**src/hw/rtl/rki_pkg.sv**
```systemverilog
// Package for the rotary knob input controller: widths, codes, types, helpers.
// No dependencies; imported by rki_debounce and rotary_knob_input_controller.
package rki_pkg;

    localparam int RKI_SWITCH_COUNT = 3;

    localparam int SW_LEFT  = 0;
    localparam int SW_SHIFT = 1;
    localparam int SW_RIGHT = 2;

    localparam int IN_TDATA_W  = 16;
    localparam int OUT_TDATA_W = 32;
    localparam int CFG_INDEX_W = 3;
    localparam int CFG_DATA_W  = 11;

    // configuration register indexes
    localparam logic [CFG_INDEX_W-1:0] CFG_DEBOUNCE_LIMIT   = 3'd0;
    localparam logic [CFG_INDEX_W-1:0] CFG_COARSE_THRESHOLD = 3'd1;
    localparam logic [CFG_INDEX_W-1:0] CFG_FINE_THRESHOLD   = 3'd2;
    localparam logic [CFG_INDEX_W-1:0] CFG_SPEED_MAX        = 3'd3;
    localparam logic [CFG_INDEX_W-1:0] CFG_ACCUM_SHIFT      = 3'd4;

    localparam logic [7:0]  DEBOUNCE_LIMIT_RST   = 8'd8;
    localparam logic [10:0] COARSE_THRESHOLD_RST = 11'd128;
    localparam logic [10:0] FINE_THRESHOLD_RST   = 11'd4;
    localparam logic [6:0]  SPEED_MAX_RST        = 7'd16;
    localparam logic [3:0]  ACCUM_SHIFT_RST      = 4'd7;
    localparam logic [6:0]  GAIN_RST             = 7'd8;

    // consumer tap codes
    localparam logic [2:0] CP_NONE     = 3'd0;
    localparam logic [2:0] CP_VOL_UP   = 3'd1;
    localparam logic [2:0] CP_VOL_DOWN = 3'd2;
    localparam logic [2:0] CP_NEXT     = 3'd3;
    localparam logic [2:0] CP_PREV     = 3'd4;

    // consumer hold codes
    localparam logic [1:0] CH_NONE        = 2'd0;
    localparam logic [1:0] CH_MUTE        = 2'd1;
    localparam logic [1:0] CH_PLAY_PAUSE  = 2'd2;
    localparam logic [1:0] CH_RELEASE_ALL = 2'd3;

    typedef enum logic [1:0] {
        MODE_SCROLL = 2'd0,
        MODE_PAN    = 2'd1,
        MODE_VOLUME = 2'd2
    } mode_t;

    // per-switch debounce result for the current transfer
    typedef struct packed {
        logic press;
        logic release_ev;
        logic stable;
    } sw_event_t;

    function automatic logic [15:0] asr16(input logic [15:0] v, input logic [3:0] s);
        return 16'($signed(v) >>> s);
    endfunction

endpackage

```
**src/hw/rtl/rki_debounce.sv**
```systemverilog
// One switch debouncer: saturating up/down counter with press/release events.
// Depends on rki_pkg.
module rki_debounce
    import rki_pkg::*;
(
    input  logic       aclk,
    input  logic       aresetn,
    input  logic       prime,      // load stable level, clear counter
    input  logic       step,       // debounce one poll
    input  logic       level,      // raw level, 1 released
    input  logic [7:0] limit,
    output sw_event_t  ev
);

    logic [7:0] count_reg, count_next;
    logic       stable_reg;

    always_comb begin
        count_next = count_reg;
        if (level) begin
            if (count_reg < limit) count_next = count_reg + 8'd1;
        end else begin
            if (count_reg != 8'd0) count_next = count_reg - 8'd1;
        end
        ev.press      = stable_reg && (count_next == 8'd0);
        ev.release_ev = !stable_reg && (count_next == limit);
        ev.stable     = (stable_reg && (count_next != 8'd0)) || (count_next == limit);
    end

    always_ff @(posedge aclk) begin
        if (!aresetn) begin
            count_reg <= 8'd0;
        end else if (prime) begin
            count_reg <= 8'd0;
        end else if (step) begin
            count_reg <= count_next;
        end
    end

    // stable level is loaded by the priming poll
    always_ff @(posedge aclk) begin
        if (prime) begin
            stable_reg <= level;
        end else if (step) begin
            stable_reg <= ev.stable;
        end
    end

endmodule

```
**src/hw/rtl/rotary_knob_input_controller.sv**
```systemverilog
// Rotary knob input controller: switch debouncing, angle hysteresis, mode and actions.
// Each accepted input transfer loads its result into the output register.
// Throughput: one item per cycle while the output is not stalled; a new item is taken while the result is taken.
// Reset (synchronous, aresetn low): registers to defaults, gains 8, mode scroll,
// accumulators zero, output empty; the first item after reset primes the state.
// Depends on rki_pkg and rki_debounce.
module rotary_knob_input_controller
    import rki_pkg::*;
#(
    parameter int SWITCH_COUNT = RKI_SWITCH_COUNT
) (
    input  logic                   aclk,
    input  logic                   aresetn,
    // tdata from bit 0: left_switch, shift_switch, right_switch, raw_angle[11:0]
    input  logic                   s_tvalid,
    output logic                   s_tready,
    input  logic [IN_TDATA_W-1:0]  s_tdata,
    // tdata from bit 0: knob_mode_out[1:0], vertical_scroll[7:0],
    // horizontal_scroll[7:0], wheel_press, wheel_release, wiggle_toggle,
    // consumer_pulse[2:0], consumer_hold[1:0]
    output logic                   m_tvalid,
    input  logic                   m_tready,
    output logic [OUT_TDATA_W-1:0] m_tdata,
    input  logic                   cfg_valid,
    output logic                   cfg_ready,
    input  logic [CFG_INDEX_W-1:0] cfg_index,
    input  logic [CFG_DATA_W-1:0]  cfg_data
);

    logic [7:0]  debounce_limit_reg;
    logic [10:0] coarse_thr_reg;
    logic [10:0] fine_thr_reg;
    logic [6:0]  speed_max_reg;
    logic [3:0]  accum_shift_reg;

    logic [15:0] coarse_pos_reg, fine_pos_reg;
    mode_t       mode_reg, mode_next;
    logic [6:0]  scroll_gain_reg, pan_gain_reg, gain_next;
    logic [15:0] accum_reg, accum_last_reg, accum_next;
    logic        primed_reg;

    logic                   m_tvalid_reg;
    logic [OUT_TDATA_W-1:0] m_tdata_reg, m_tdata_next;

    logic accept, prime, step;
    sw_event_t ev [SWITCH_COUNT];

    assign cfg_ready = 1'b1;
    assign s_tready  = !m_tvalid_reg || m_tready;
    assign accept    = s_tvalid && s_tready;
    assign prime     = accept && !primed_reg;
    assign step      = accept && primed_reg;
    assign m_tvalid  = m_tvalid_reg;
    assign m_tdata   = m_tdata_reg;

    for (genvar i = 0; i < SWITCH_COUNT; i++) begin : g_sw
        rki_debounce u_deb (
            .aclk    (aclk),
            .aresetn (aresetn),
            .prime   (prime),
            .step    (step),
            .level   (s_tdata[i]),
            .limit   (debounce_limit_reg),
            .ev      (ev[i])
        );
    end

    logic [15:0] raw, cdiff, fdiff, fdelta_s, fdelta;
    logic [16:0] c_lim, f_lim;
    logic        c_hit, f_hit, inc, dec, released;
    logic [2:0]  m_step;
    logic        panning;
    logic [6:0]  gain_sel;
    logic signed [8:0] gain_adj;
    logic [22:0] prod;
    logic [15:0] sdiff;
    logic [7:0]  vs, hs;
    logic        wp, wr, wt;
    logic [2:0]  cp;
    logic [1:0]  ch;
    logic        move_upd, gain_upd;

    always_comb begin
        raw = {s_tdata[14:3], 4'b0000};

        cdiff = raw - coarse_pos_reg;
        c_lim = {2'b00, coarse_thr_reg, 4'b0000};
        c_hit = ($signed({cdiff[15], cdiff}) > $signed(c_lim)) ||
                ($signed({cdiff[15], cdiff}) < $signed(17'(17'd0 - c_lim)));
        inc   = c_hit && !cdiff[15];
        dec   = c_hit && cdiff[15];

        fdiff    = raw - fine_pos_reg;
        fdelta_s = asr16(fdiff, 4'd4);
        f_lim    = {6'b0, fine_thr_reg};
        f_hit    = ($signed({fdelta_s[15], fdelta_s}) > $signed(f_lim)) ||
                   ($signed({fdelta_s[15], fdelta_s}) < $signed(17'(17'd0 - f_lim)));
        fdelta   = f_hit ? fdelta_s : 16'd0;

        released = ev[SW_SHIFT].stable;

        // left steps down, right steps up, wrap within three modes
        m_step = {1'b0, mode_reg} - {2'b00, ev[SW_LEFT].press} + {2'b00, ev[SW_RIGHT].press};
        mode_next = mode_reg;
        if (released) begin
            if (m_step[2]) mode_next = MODE_VOLUME;
            else if (m_step > 3'd2) mode_next = MODE_SCROLL;
            else mode_next = mode_t'(m_step[1:0]);
        end

        panning  = (mode_next == MODE_PAN);
        gain_sel = panning ? pan_gain_reg : scroll_gain_reg;

        // clamp low first, then high
        gain_adj = $signed({2'b00, gain_sel}) + $signed({8'd0, inc}) - $signed({8'd0, dec});
        if (gain_adj < 9'sd1) gain_adj = 9'sd1;
        if (gain_adj > $signed({2'b00, speed_max_reg})) gain_adj = $signed({2'b00, speed_max_reg});
        gain_next = gain_adj[6:0];

        prod       = fdelta * gain_sel;
        accum_next = accum_reg + prod[15:0];
        sdiff      = asr16(accum_last_reg, accum_shift_reg) - asr16(accum_next, accum_shift_reg);

        vs = 8'd0;
        hs = 8'd0;
        wp = 1'b0;
        wr = 1'b0;
        wt = 1'b0;
        cp = CP_NONE;
        ch = CH_NONE;
        move_upd = 1'b0;
        gain_upd = 1'b0;

        case (mode_next)
            MODE_SCROLL, MODE_PAN: begin
                if (released) begin
                    if (fdelta != 16'd0) begin
                        move_upd = 1'b1;
                        if (panning) hs = sdiff[7:0];
                        else vs = sdiff[7:0];
                    end
                end else begin
                    wt = ev[SW_RIGHT].press;
                    wp = ev[SW_LEFT].press;
                    gain_upd = 1'b1;
                end
                wr = ev[SW_LEFT].release_ev || ev[SW_RIGHT].release_ev;
            end
            MODE_VOLUME: begin
                if (released) begin
                    if (inc) cp = CP_VOL_UP;
                    if (dec) cp = CP_VOL_DOWN;
                end else begin
                    if (inc) cp = CP_NEXT;
                    if (dec) cp = CP_PREV;
                    if (ev[SW_LEFT].press) ch = CH_MUTE;
                    if (ev[SW_RIGHT].press) ch = CH_PLAY_PAUSE;
                end
                if (ev[SW_LEFT].release_ev || ev[SW_RIGHT].release_ev) ch = CH_RELEASE_ALL;
            end
            default: begin
            end
        endcase

        if (primed_reg) begin
            m_tdata_next = {6'd0, ch, cp, wt, wr, wp, hs, vs, mode_next};
        end else begin
            m_tdata_next = {30'd0, mode_reg};
        end
    end

    always_ff @(posedge aclk) begin
        if (!aresetn) begin
            debounce_limit_reg <= DEBOUNCE_LIMIT_RST;
            coarse_thr_reg     <= COARSE_THRESHOLD_RST;
            fine_thr_reg       <= FINE_THRESHOLD_RST;
            speed_max_reg      <= SPEED_MAX_RST;
            accum_shift_reg    <= ACCUM_SHIFT_RST;
        end else if (cfg_valid && cfg_ready) begin
            case (cfg_index)
                CFG_DEBOUNCE_LIMIT:   debounce_limit_reg <= cfg_data[7:0];
                CFG_COARSE_THRESHOLD: coarse_thr_reg     <= cfg_data[10:0];
                CFG_FINE_THRESHOLD:   fine_thr_reg       <= cfg_data[10:0];
                CFG_SPEED_MAX:        speed_max_reg      <= cfg_data[6:0];
                CFG_ACCUM_SHIFT:      accum_shift_reg    <= cfg_data[3:0];
                default: begin
                end
            endcase
        end
    end

    always_ff @(posedge aclk) begin
        if (!aresetn) begin
            mode_reg        <= MODE_SCROLL;
            scroll_gain_reg <= GAIN_RST;
            pan_gain_reg    <= GAIN_RST;
            accum_reg       <= 16'd0;
            accum_last_reg  <= 16'd0;
            primed_reg      <= 1'b0;
            m_tvalid_reg    <= 1'b0;
        end else begin
            if (accept) begin
                m_tvalid_reg <= 1'b1;
            end else if (m_tready) begin
                m_tvalid_reg <= 1'b0;
            end
            if (prime) begin
                primed_reg <= 1'b1;
            end
            if (step) begin
                mode_reg <= mode_next;
                if (move_upd) begin
                    accum_reg      <= accum_next;
                    accum_last_reg <= accum_next;
                end
                if (gain_upd) begin
                    if (panning) pan_gain_reg <= gain_next;
                    else scroll_gain_reg <= gain_next;
                end
            end
        end
    end

    // positions are loaded by the priming poll; result payload needs no reset
    always_ff @(posedge aclk) begin
        if (prime) begin
            coarse_pos_reg <= raw;
            fine_pos_reg   <= raw;
        end else if (step) begin
            if (c_hit) coarse_pos_reg <= raw;
            if (f_hit) fine_pos_reg <= raw;
        end
        if (accept) begin
            m_tdata_reg <= m_tdata_next;
        end
    end

endmodule

```
**config.mk**
```make
export PLATFORM = sky130hd
export DESIGN_NAME = rotary_knob_input_controller
export DESIGN_NICKNAME = d
export VERILOG_FILES = /design/src/hw/rtl/rki_pkg.sv /design/src/hw/rtl/rki_debounce.sv /design/src/hw/rtl/rotary_knob_input_controller.sv
export SDC_FILE = /design/constraint.sdc
export NUM_CORES = 1
export LEC_CHECK = 0
export BUFFER_PORTS_ARGS = -buffer_cell sky130_fd_sc_hd__clkbuf_2
export CAP_MARGIN = 25
export CORE_ASPECT_RATIO = 1.75
export CORE_MARGIN = 1
export CORE_UTILIZATION = 30
export DETAILED_ROUTE_END_ITERATION = 10
export GPL_TIMING_DRIVEN = 0
export PLACE_DENSITY_LB_ADDON = 0.05
export SLEW_MARGIN = 20
export SYNTH_ARGS = -nofsm -noshare
export SYNTH_HDL_FRONTEND = slang
export SYNTH_SLANG_ARGS = --single-unit
```
**constraint.sdc**
```tcl
create_clock -name aclk -period 17.4 [get_ports aclk]
set_input_delay 1.74 -clock aclk [delete_from_list [all_inputs] [get_ports aclk]]
set_output_delay 1.74 -clock aclk [all_outputs]
set_load 0.03 [all_outputs]
```
==> results of run 1 <==
-- worst max-delay path, delay by kind of cell, from the launching register on --
family                     cells  cell delay, ns
DFF                            1            0.58
xor gates and xnor gates       4            1.36
adders and majority gates     10            3.98
muxes                          2            0.64
AOI/OAI and AO/OA             21            4.93
buffers and inverters          6            0.69
and+or+nand+nor               12            2.37
-- routing by layer --
| metal | vias to the layer above | share of wire (%) |
|---|---|---|
| met1 | 6765 | 38 |
| met4 | 2 | 4.3 |
| met5 | - | 0.016 |
| met2 | 255 | 55 |
| met3 | 89 | 2.6 |
| li1 | 6860 | - |
-- cell type report --
class                           count  area (µm²)  share of cell area (%)
Buffer                             78         332                    1.91
Clock buffer                       22         465                    2.68
Timing Repair Buffer               60         300                    1.73
Multi-Input combinational cell   1498       11000                    63.5
Sequential cell                   152        3570                    20.6
Tap cell                          672         841                    4.84
Inverter                          202         759                    4.37
Clock inverter                     10        70.1                   0.403
-- cells by family after synthesis --
group / Yosys count / share of synthesized area (%)
DFF: 152 / 22.8
adders and majority gates: 219 / 20.9
muxes: 65 / 5.35
AOI/OAI and AO/OA: 440 / 18.4
buffers and inverters: 280 / 6.96
and+or+nand+nor: 682 / 20.6
xor gates and xnor gates: 85 / 4.96
other: 2 / 0.0479
-- through the flow --
stage	cells	area (µm²)	setup WS (ns)	total power, mW	hold slack, ns
3_3_place_gp	2662	16800	2.74	1.33	0.447
5_1_grt	2694	17400	1.72	1.82	0.484
4_1_cts	2694	17400	2.51	1.71	0.462
6_report	2694	17400	2.66	1.68	0.461
3_5_place_dp	2662	16800	2.60	1.34	0.451
2_1_floorplan	1930	15700	4.62	1.07	0.436
-- power by group through the flow --
stage / Sequential [mW] / Combinational (mW) / Clock (mW)
2_1_floorplan: 0.411 / 0.661 / 0
3_3_place_gp: 0.406 / 0.921 / 0
3_5_place_dp: 0.406 / 0.930 / 0
4_1_cts: 0.398 / 0.937 / 0.374
5_1_grt: 0.400 / 1.04 / 0.387
6_report: 0.398 / 0.919 / 0.363
-- cells in the final DEF (no fill, tap or decap), types with 61 or more instances in the layout --
cell type                  netlist  layout
sky130_fd_sc_hd__dfxtp_1        99      99
sky130_fd_sc_hd__o21ai_0        74      74
sky130_fd_sc_hd__ha_1          148     148
sky130_fd_sc_hd__a21oi_1       148     146
sky130_fd_sc_hd__nor2_1        201     201
sky130_fd_sc_hd__nand2_1       219     219
sky130_fd_sc_hd__xnor2_1        65      65
sky130_fd_sc_hd__inv_1         198     198
sky130_fd_sc_hd__clkbuf_2        0      61
sky130_fd_sc_hd__fa_1           71      71
-- worst paths after layout --
path	cells past startpoint	slack, ns	endpoint	from
max	55	2.66	m_tdata[17]	debounce_limit_reg[1]
min	2	0.46	coarse_thr_reg[9]	coarse_thr_reg[9]
max reg2reg	55	2.66	m_tdata[17]	debounce_limit_reg[1]
min reg2reg	2	0.46	coarse_thr_reg[9]	coarse_thr_reg[9]
==> impl_results.md, run 1 <==
* Worst slew margin relative to its limit at 29.9%
* Final worst path period share at 84.7%
* Data arrival at the endpoint of the critical path at 15.05 ns
* Clock tree from TritonCTS: built
* Final-layout fill cell count at 5560
* M1 GR Usage at 22.2%
* Static Leak at 7.19 nW
* Clock share of power at 21.6%
* Bufs on Longest Clock Path at 2
* Gp weighted congestion at 0.886
* Peak VDD IR at 0.0000496 V
* Max Transition Viols Final at 0
* Top post-synthesis cells by area: sky130_fd_sc_hd__dfxtp_1, sky130_fd_sc_hd__ha_1, sky130_fd_sc_hd__edfxtp_1
* Register share of total power at 23.7%
* Setup-violating endpoint count in the final report at 0
* Total overflow reported by the global router at 0
* Count of yosys warnings during synthesis at 0
* Total number of vias at 13971
* Worst-path maximum fanout at 10
* Hold buffers post-CTS at 0
* Hold Violations, Final at 0
* Synthesized area divided by synthesized cell count at 8.14 µm²
* Global-route wire length before repair at 83000 µm
* Switching power at 0.757 mW
* Row count at 110
* Initial Util at 30.4%
* Setup repair after global routing missed its margin: no
* Vert. Die Dim at 304 µm
* Worst-Skew Late Latency at 0.45 ns
* # clock sinks at 152
* Setup bufs post-CTS at 0
* Count of nets left with antenna violations after detail routing at 0
* Library cell occupying the most area in the post-synthesis netlist: sky130_fd_sc_hd__dfxtp_1
* Layout cell share with drive strength beyond 1 at 8.41%
* Layout Nets at 2263
* Wire length per cell at 20.3 µm
* Width of the die at 175 µm
* DRC errors left at 0
* Root cell of the clock tree: sky130_fd_sc_hd__clkbuf_16
* Core area at 51500 µm²
* Port Buffer Count at 60
* Max reg flops at 26
* Vias in the first global route at 14106
* All-Layer GR Usage at 20.7%
* Antenna Cells at 0
* Worst hold path class: reg2reg
* Worst setup SP type: register
* Share of the core filled with cells at 33.7%
* Via/cell ratio at 5.19
* Required @ worst endpoint at 17.71 ns
* Total Die Area at 53200 µm²
* Critical path class: reg2reg
* Post-cts repair resize count at 0
* Share of synthesized area occupied by flip-flops and latches at 22.8%
* Number of cells produced by synthesis at 1925
* Largest net degree at the start of global routing at 34
* Number of synthesized flops with an enable pin at 53
* Ports at 70
* Critical Path End Type: register
* Worst clock skew at 0.0158 ns
* Final worst path period need at 14.74 ns
* Global Route met3 Usage at 2.19%
* Worst-path clk slew at 0.08 ns
* Number of detailed-route iterations in the first pass at 5
* Internal power at 0.923 mW
* Register bit count reported by yosys at 152
* Most numerous cell in the Yosys netlist: sky130_fd_sc_hd__nand2_1
* Total detailed-routing wirelength at 54600 µm
* Netlist area before placement at 15700 µm²
* Number of distinct standard cells referenced by the synthesized netlist at 96
* Maximum level of the CTS H-tree at 4
* Post-detailed-placement half-perimeter wirelength at 44700 µm
* Worst slew pin tran at 1.05 ns
* Iteration-0 DRC Markers at 654
* Met2 Use GR at 39.7%
* Maxcap violations at 0
* Top cell type's share of synthesized area at 12.6%
* Synth Flop Type: sky130_fd_sc_hd__dfxtp_1
* Pwr/cell area at 96.7 nW/µm²
* Clock buffers created by TritonCTS at 17
* Global routing's busiest layer: met2
* Asr flop ratio synth at 0%
* Setup_tns at 0 ns
* Cell with the largest stage delay on the worst path: sky130_fd_sc_hd__a21oi_1
* Status: finished, final reports clean
* Switching power share of the total at 45.1%
* Antenna violations before repair at 1
* Share of total power in combinational logic at 54.7%
* Synthesis-to-finish area growth at 10.9%
* Most numerous cell types in the synthesized netlist: sky130_fd_sc_hd__nand2_1, sky130_fd_sc_hd__nor2_1, sky130_fd_sc_hd__inv_1
* Max incr delay on CP at 0.64 ns
* Peak Freq at 67.9 MHz
(Power assumes the default switching activity.)
==> inputs of run 2 (changes only) <==
--- a/config.mk
+++ b/config.mk
@@ -5,6 +5,7 @@
 export SDC_FILE = /design/constraint.sdc
 export NUM_CORES = 1
 export LEC_CHECK = 0
+export ABC_AREA = 1
 export BUFFER_PORTS_ARGS = -buffer_cell sky130_fd_sc_hd__clkbuf_2
 export CAP_MARGIN = 25
 export CORE_ASPECT_RATIO = 1.75
==> constraint.sdc (replaced) <==
create_clock -name aclk -period 14.8 [get_ports aclk]
set_input_delay 1.48 -clock aclk [delete_from_list [all_inputs] [get_ports aclk]]
set_output_delay 1.48 -clock aclk [all_outputs]
set_load 0.03 [all_outputs]
==> run 2 against run 1 <==
Fmax increased by 10%; cell count is 2.6% higher; die area fell by 5.7%; clock skew is 0.00071 ns lower; core utilization is 0.26 points higher; combinational power grew 66%; first-iteration DRC count shrank 6.6%; worst setup slack worse by 1.2 ns; sequential share of layout area up 1.0 points; non-clock buffer count decreased by 17; design area down 4.9%; critical path type unchanged; largest cell class unchanged; largest power group unchanged; highest routed layer is now met4.
==> impl_results.md, run 2 <==
* Status: finished, final reports clean
* Required @ worst endpoint at 15.10 ns
* Layout Nets at 2350
* Max reg flops at 26
* Library cell occupying the most area in the post-synthesis netlist: sky130_fd_sc_hd__dfxtp_1
* Top cell type's share of synthesized area at 13.4%
* Wire length on met2 at 27700 µm
* Port Buffer Count at 60
* DRC errors left at 0
* Share of total power in combinational logic at 61.5%
* Register bit count reported by yosys at 152
* Final worst path period need at 13.38 ns
* Gp weighted congestion at 0.878
* Worst slew margin relative to its limit at 33.8%
* All-Layer GR Usage at 20.7%
* Commonest non-fill, non-tap cell in the layout: sky130_fd_sc_hd__inv_1
* Synthesis-to-finish area growth at 11.9%
* Hold Violations, Final at 0
* Antenna Cells at 0
* Row count at 107
* Root cell of the clock tree: sky130_fd_sc_hd__clkbuf_16
* Static Leak at 7.79 nW
* Wire length per cell at 17.9 µm
* Post-cts repair resize count at 0
* Max incr delay on CP at 0.82 ns
* Cell with the largest stage delay on the worst path: sky130_fd_sc_hd__o21ai_1
* Commonest cells after routing, fill and taps aside: sky130_fd_sc_hd__inv_1, sky130_fd_sc_hd__nand2_1, sky130_fd_sc_hd__o21ai_0
* Global-route wire length before repair at 77600 µm
* Core area at 48600 µm²
* Iteration-0 DRC Markers at 611
* Antenna violations before repair at 1
* Cell repeated most along the worst path: sky130_fd_sc_hd__nand2_1
* Most numerous cell types in the synthesized netlist: sky130_fd_sc_hd__inv_1, sky130_fd_sc_hd__nand2_1, sky130_fd_sc_hd__o21ai_0
* Clock share of power at 19.2%
* Worst-Skew Late Latency at 0.46 ns
* Setup repair after global routing missed its margin: no
* Critical path class: reg2reg
* Worst hold slack after final layout at 0.474 ns
* Maxcap violations at 0
* Share of synthesized area occupied by flip-flops and latches at 24.2%
* Ports at 70
* Number of cells produced by synthesis at 2012
* Worst-path maximum fanout at 8
* Final-layout fill cell count at 5294
* Fin worst setup slack at 1.42 ns
* Count of nets left with antenna violations after detail routing at 0
* Max Transition Viols Final at 0
* Clock buffers created by TritonCTS at 17
* Worst slew pin tran at 0.986 ns
* Total overflow reported by the global router at 0
* Post-detailed-placement half-perimeter wirelength at 41500 µm
* Vias in the first global route at 13782
* Number of distinct standard cells referenced by the synthesized netlist at 57
* Initial Util at 30.4%
* Layout cell share with drive strength beyond 1 at 7.44%
* Switching power at 1.22 mW
* Placed instance count at 2731
* Width of the die at 170 µm
* Most numerous cell in the Yosys netlist: sky130_fd_sc_hd__inv_1
* Placement-stage cell area at 15900 µm²
* Switching power share of the total at 49.0%
* Synth Flop Type: sky130_fd_sc_hd__dfxtp_1
* Register share of total power at 19.4%
* Largest net degree at the start of global routing at 30
* Data arrival at the endpoint of the critical path at 13.68 ns
* Worst-path clk slew at 0.07 ns
* Synthesized area divided by synthesized cell count at 7.34 µm²
* Bufs on Longest Clock Path at 2
* Number of detailed-route iterations in the first pass at 5
* Minimum setup slack after placement at 1.01 ns
* Final worst path period share at 90.4%
* Hold buffers post-CTS at 0
* Top post-synthesis cells by area: sky130_fd_sc_hd__dfxtp_1, sky130_fd_sc_hd__ha_1, sky130_fd_sc_hd__edfxtp_1
* Setup_tns at 0 ns
* Setup-violating endpoint count in the final report at 0
* Clock tree from TritonCTS: built
* Total number of vias at 13216
* Worst clock skew at 0.0150 ns
* Maximum level of the CTS H-tree at 4
* Total detailed-routing wirelength at 49600 µm
* Pwr/cell area at 151 nW/µm²
* # clock sinks at 152
* Worst hold path class: reg2reg
* Setup bufs post-CTS at 0
* Internal power at 1.27 mW
* Detailed-route wire length on metal 1 at 19200 µm
* Worst setup SP type: register
* Top metal layer carrying routed signals: met4
* Via/cell ratio at 4.78
* Summed area of non-filler cells in the final layout at 16500 µm²
* Asr flop ratio synth at 0%
* Netlist area before placement at 14800 µm²
* Critical Path End Type: register
* Peak VDD IR at 0.0000926 V
* Total Die Area at 50200 µm²
* Post-Layout Cell Count at 2763
* Met3 Wirelength at 890 µm
* Peak Freq at 74.7 MHz
* Count of yosys warnings during synthesis at 0
* Vert. Die Dim at 296 µm
* Number of synthesized flops with an enable pin at 53
==> run 2: changes by cell type after synthesis, moves of 33 or more <==
cell                      before  now
sky130_fd_sc_hd__o21ai_0      74  184
sky130_fd_sc_hd__xor2_1       18   73
sky130_fd_sc_hd__nand2_1     219  345
sky130_fd_sc_hd__xnor2_1      65   22
sky130_fd_sc_hd__nor2_1      201  146
sky130_fd_sc_hd__inv_1       198  351
sky130_fd_sc_hd__mux2i_1      41    7
sky130_fd_sc_hd__nand3_1      28   77
sky130_fd_sc_hd__nor2b_1      33    0
==> run 2: logic make-up (layout without fill, tap and decap cells) <==
| group | Yosys count | count (layout) | share of synthesized area (%) |
|---|---|---|---|
| xor gates and xnor gates | 96 | 96 | 5.79 |
| buffers and inverters | 424 | 516 | 11.2 |
| and+or+nand+nor | 664 | 664 | 19.6 |
| muxes | 7 | 7 | 0.474 |
| other | 2 | 7 | 0.0508 |
| AOI/OAI and AO/OA | 448 | 448 | 16.6 |
| DFF | 152 | 152 | 24.2 |
| adders and majority gates | 219 | 219 | 22.2 |
==> run 2: area by class of cell <==
cell class | instances | area, µm² | share of cell area, %
clock buffer | 23 | 522 | 3.16
clock inverter | 9 | 98.8 | 0.598
buffer | 61 | 285 | 1.73
timing repair buffer | 60 | 300 | 1.82
tap | 654 | 818 | 4.95
inverter | 363 | 1360 | 8.24
multi-input combinational | 1441 | 9570 | 57.9
sequential | 152 | 3570 | 21.6
==> run 2: metal layers <==
metal	GRT usage, %	up-vias
met1	21.2	6209
met2	41.5	218
met4	8.64	0
li1	-	6713
met3	2.06	76
met5	0	-
==> run 2: power groups by stage <==
stage                     clock [mW]  combinational [mW]  sequential (mW)
final                          0.477                1.53            0.482
after global routing           0.504                1.76            0.486
after CTS                      0.490                1.55            0.483
after detailed placement           0                1.55            0.492
after global placement             0                1.53            0.492
after floorplan                    0                1.12            0.503
==> run 2: worst paths after layout <==
check,endpoint,start,cells after the start,slack [ns]
min,scroll_gain_reg[3],scroll_gain_reg[3],2,0.47
max reg2reg,m_tdata[17],debounce_limit_reg[5],71,1.42
max,m_tdata[17],debounce_limit_reg[5],71,1.42
min reg2reg,scroll_gain_reg[3],scroll_gain_reg[3],2,0.47
==> run 2: worst max-delay path: cells and delay by family, from the launching register on <==
kind,cells,cell delay (ns)
fa+ha+maj,10,4.01
compound gates,16,3.64
simple gates,29,3.21
buf+inv,14,1.57
flops,1,0.47
xor+xnor,2,0.31
==> run 2: per-stage QoR <==
| step | power [mW] | util, % |
|---|---|---|
| final | 2.49 | 34.0 |
| after CTS | 2.53 | 34.0 |
| after global placement | 2.03 | 32.7 |
| after detailed placement | 2.04 | 32.7 |
| after floorplan | 1.63 | - |
| after global routing | 2.75 | 34.0 |
==> inputs of run 3 (changes only) <==
--- a/config.mk
+++ b/config.mk
@@ -13,7 +13,7 @@
 export CORE_UTILIZATION = 30
 export DETAILED_ROUTE_END_ITERATION = 10
 export GPL_TIMING_DRIVEN = 0
-export PLACE_DENSITY_LB_ADDON = 0.05
+export PLACE_DENSITY_LB_ADDON = 0.3
 export SLEW_MARGIN = 20
 export SYNTH_ARGS = -nofsm -noshare
 export SYNTH_HDL_FRONTEND = slang
==> run 3 against run 2 <==
First-iteration DRC count rose by 5.7%; critical path depth shrank 5; global-route usage shrank 2.0 points; core utilization barely moved; wire length is 8.9% lower; flip-flop and latch count unchanged; sequential power about the same; clock skew increased by 0.0051 ns; cell count unchanged; largest cell class unchanged; sequential share of layout area about the same; register-to-register slack hardly changed; worst setup slack better by 0.0025 ns.
==> impl_results.md, run 3 (synthesis results as in run 2) <==
* Commonest cells after routing, fill and taps aside: sky130_fd_sc_hd__inv_1, sky130_fd_sc_hd__nand2_1, sky130_fd_sc_hd__o21ai_0
* Area taken by multi-input logic gates at 9580 µm²
* Total number of vias at 13439
* Final worst path period need at 13.38 ns
* Worst R2R Setup Slack at 1.42 ns
* Hold path cells at 2
* Via/cell ratio at 4.86
* Final-layout fill cell count at 5154
* Hold-critical path endpoint: pan_gain_reg[3]
* Bufs on Longest Clock Path at 2
* Worst setup SP type: register
* Width of the die at 170 µm
* Antenna violations before repair at 2
* Antenna Cells at 0
* Minimum setup slack after placement at 0.924 ns
* DRC errors left at 0
* Maximum level of the CTS H-tree at 4
* Fin worst setup slack at 1.42 ns
* Worst hold path class: reg2reg
* Layout cell share with drive strength beyond 1 at 7.63%
* Max Transition Viols Final at 0
* Core area at 48600 µm²
* Worst-Skew Late Latency at 0.46 ns
* Placement-stage cell area at 15900 µm²
* Post-detailed-placement half-perimeter wirelength at 37700 µm
* Critical hold path startpoint: pan_gain_reg[3]
* Critical Path End Type: register
* Critical R2R Launch: debounce_limit_reg[5]
* Setup-violating endpoint count in the final report at 0
* Total Die Area at 50200 µm²
* Setup_tns at 0 ns
* Worst-path clk slew at 0.08 ns
* Gp weighted congestion at 0.913
* Wire length per cell at 16.3 µm
* Met3 Wirelength at 1380 µm
* Vias in the first global route at 13800
* Worst-path maximum fanout at 9
* Top metal layer carrying routed signals: met5
* Initial Util at 30.4%
* Synthesis-to-finish area growth at 12.0%
* Number of detailed-route iterations in the first pass at 5
* Largest net degree at the start of global routing at 30
* Sequential cell area at 3570 µm²
* Worst slew pin tran at 0.920 ns
* Data arrival at the endpoint of the critical path at 13.56 ns
* Hold Violations, Final at 0
* Ports at 70
* Setup repair after global routing missed its margin: no
* Worst slew margin relative to its limit at 37.9%
* Peak VDD IR at 0.0000896 V
* Row count at 107
* Detailed-route wire length on metal 1 at 16000 µm
* Final worst path period share at 90.4%
* Static Leak at 7.80 nW
* Layout Nets at 2350
* Peak Freq at 74.7 MHz
* Global-route wire length before repair at 71900 µm
* Maxcap violations at 0
* Iteration-0 DRC Markers at 646
* Status: finished, final reports clean
* Cell with the largest stage delay on the worst path: sky130_fd_sc_hd__o21ai_2
* Clock tree from TritonCTS: built
* # clock sinks at 152
* Pwr/cell area at 150 nW/µm²
* All-Layer GR Usage at 18.6%
* Summed area of non-filler cells in the final layout at 16500 µm²
* Worst clock skew at 0.0201 ns
* Total detailed-routing wirelength at 45200 µm
* Total overflow reported by the global router at 0
* Port Buffer Count at 60
* Max reg flops at 26
* Wire length on met2 at 25100 µm
* Count of nets left with antenna violations after detail routing at 0
* Required @ worst endpoint at 14.98 ns
* Reg2Reg Capture Point: m_tdata[8]
* Sum of internal, switching and leakage power at 2.48 mW
* Setup bufs post-CTS at 0
* Root cell of the clock tree: sky130_fd_sc_hd__clkbuf_16
* Path depth of the worst reg2reg path at 66
* Vert. Die Dim at 296 µm
* Cell repeated most along the worst path: sky130_fd_sc_hd__nand2_1
* Commonest non-fill, non-tap cell in the layout: sky130_fd_sc_hd__inv_1
* Max incr delay on CP at 0.54 ns
* Critical path class: reg2reg
* Clock buffers created by TritonCTS at 17
## run 3: cell types whose count changed in the layout (fill, tap and decap cells not counted), sizes merged
cell	change
clkbuf	-4
clkinv	+3
inv	+2
clkinvlp	-1
## run 3: layout make-up
type	instances	share of cell area (%)
clock buffer	19	2.88
inverter	363	8.24
buffer	61	1.73
multi-input combinational	1441	57.9
clock inverter	13	0.885
tap	654	4.95
sequential	152	21.6
timing repair buffer	60	1.82
## run 3: metal layers
metal / GRT usage (%) / vias up
li1: - / 6711
met1: 17.5 / 6309
met2: 37.3 / 299
met3: 2.28 / 116
met4: 11.7 / 4
met5: 0 / -
## run 3: critical path: cells and delay by family (launching register included)
kind / cells / cell delay, ns
DFF: 1 / 0.48
AOI/OAI and AO/OA: 10 / 2.19
xor gates and xnor gates: 2 / 0.46
adders and majority gates: 11 / 4.36
and+or+nand+nor: 32 / 4.06
buffers and inverters: 11 / 1.58
## run 3: power breakdown
| group | internal (mW) | switching, mW | total (mW) |
|---|---|---|---|
| clock network | 0.259 | 0.212 | 0.471 |
| logic | 0.535 | 0.991 | 1.53 |
| registers | 0.465 | 0.0164 | 0.482 |
## run 3: worst max-delay path by stage
stage / from / endpoint / slack [ns] / cells past startpoint
final: debounce_limit_reg[5] / m_tdata[8] / 1.42 / 66
after global routing: debounce_limit_reg[5] / m_tdata[8] / 0.19 / 67
after CTS: debounce_limit_reg[5] / m_tdata[8] / 1.01 / 68
after detailed placement: s_tdata[2] / m_tdata[8] / 0.92 / 64
after global placement: s_tdata[2] / m_tdata[8] / 1.02 / 66
after floorplan: s_tdata[2] / m_tdata[17] / 3.65 / 66
## run 3: metrics by stage
step	cells	utilization (%)	hold slack [ns]
2_1_floorplan	2017	-	0.433
3_3_place_gp	2731	32.7	0.453
3_5_place_dp	2731	32.7	0.462
4_1_cts	2763	34.0	0.480
5_1_grt	2763	34.0	0.530
6_report	2763	34.0	0.484
## run 3: what timing repair did
action,4_1_cts,5_1_grt
hold buffers,0,0
gates resized for setup,0,2
endpoints found under the setup margin,0,2
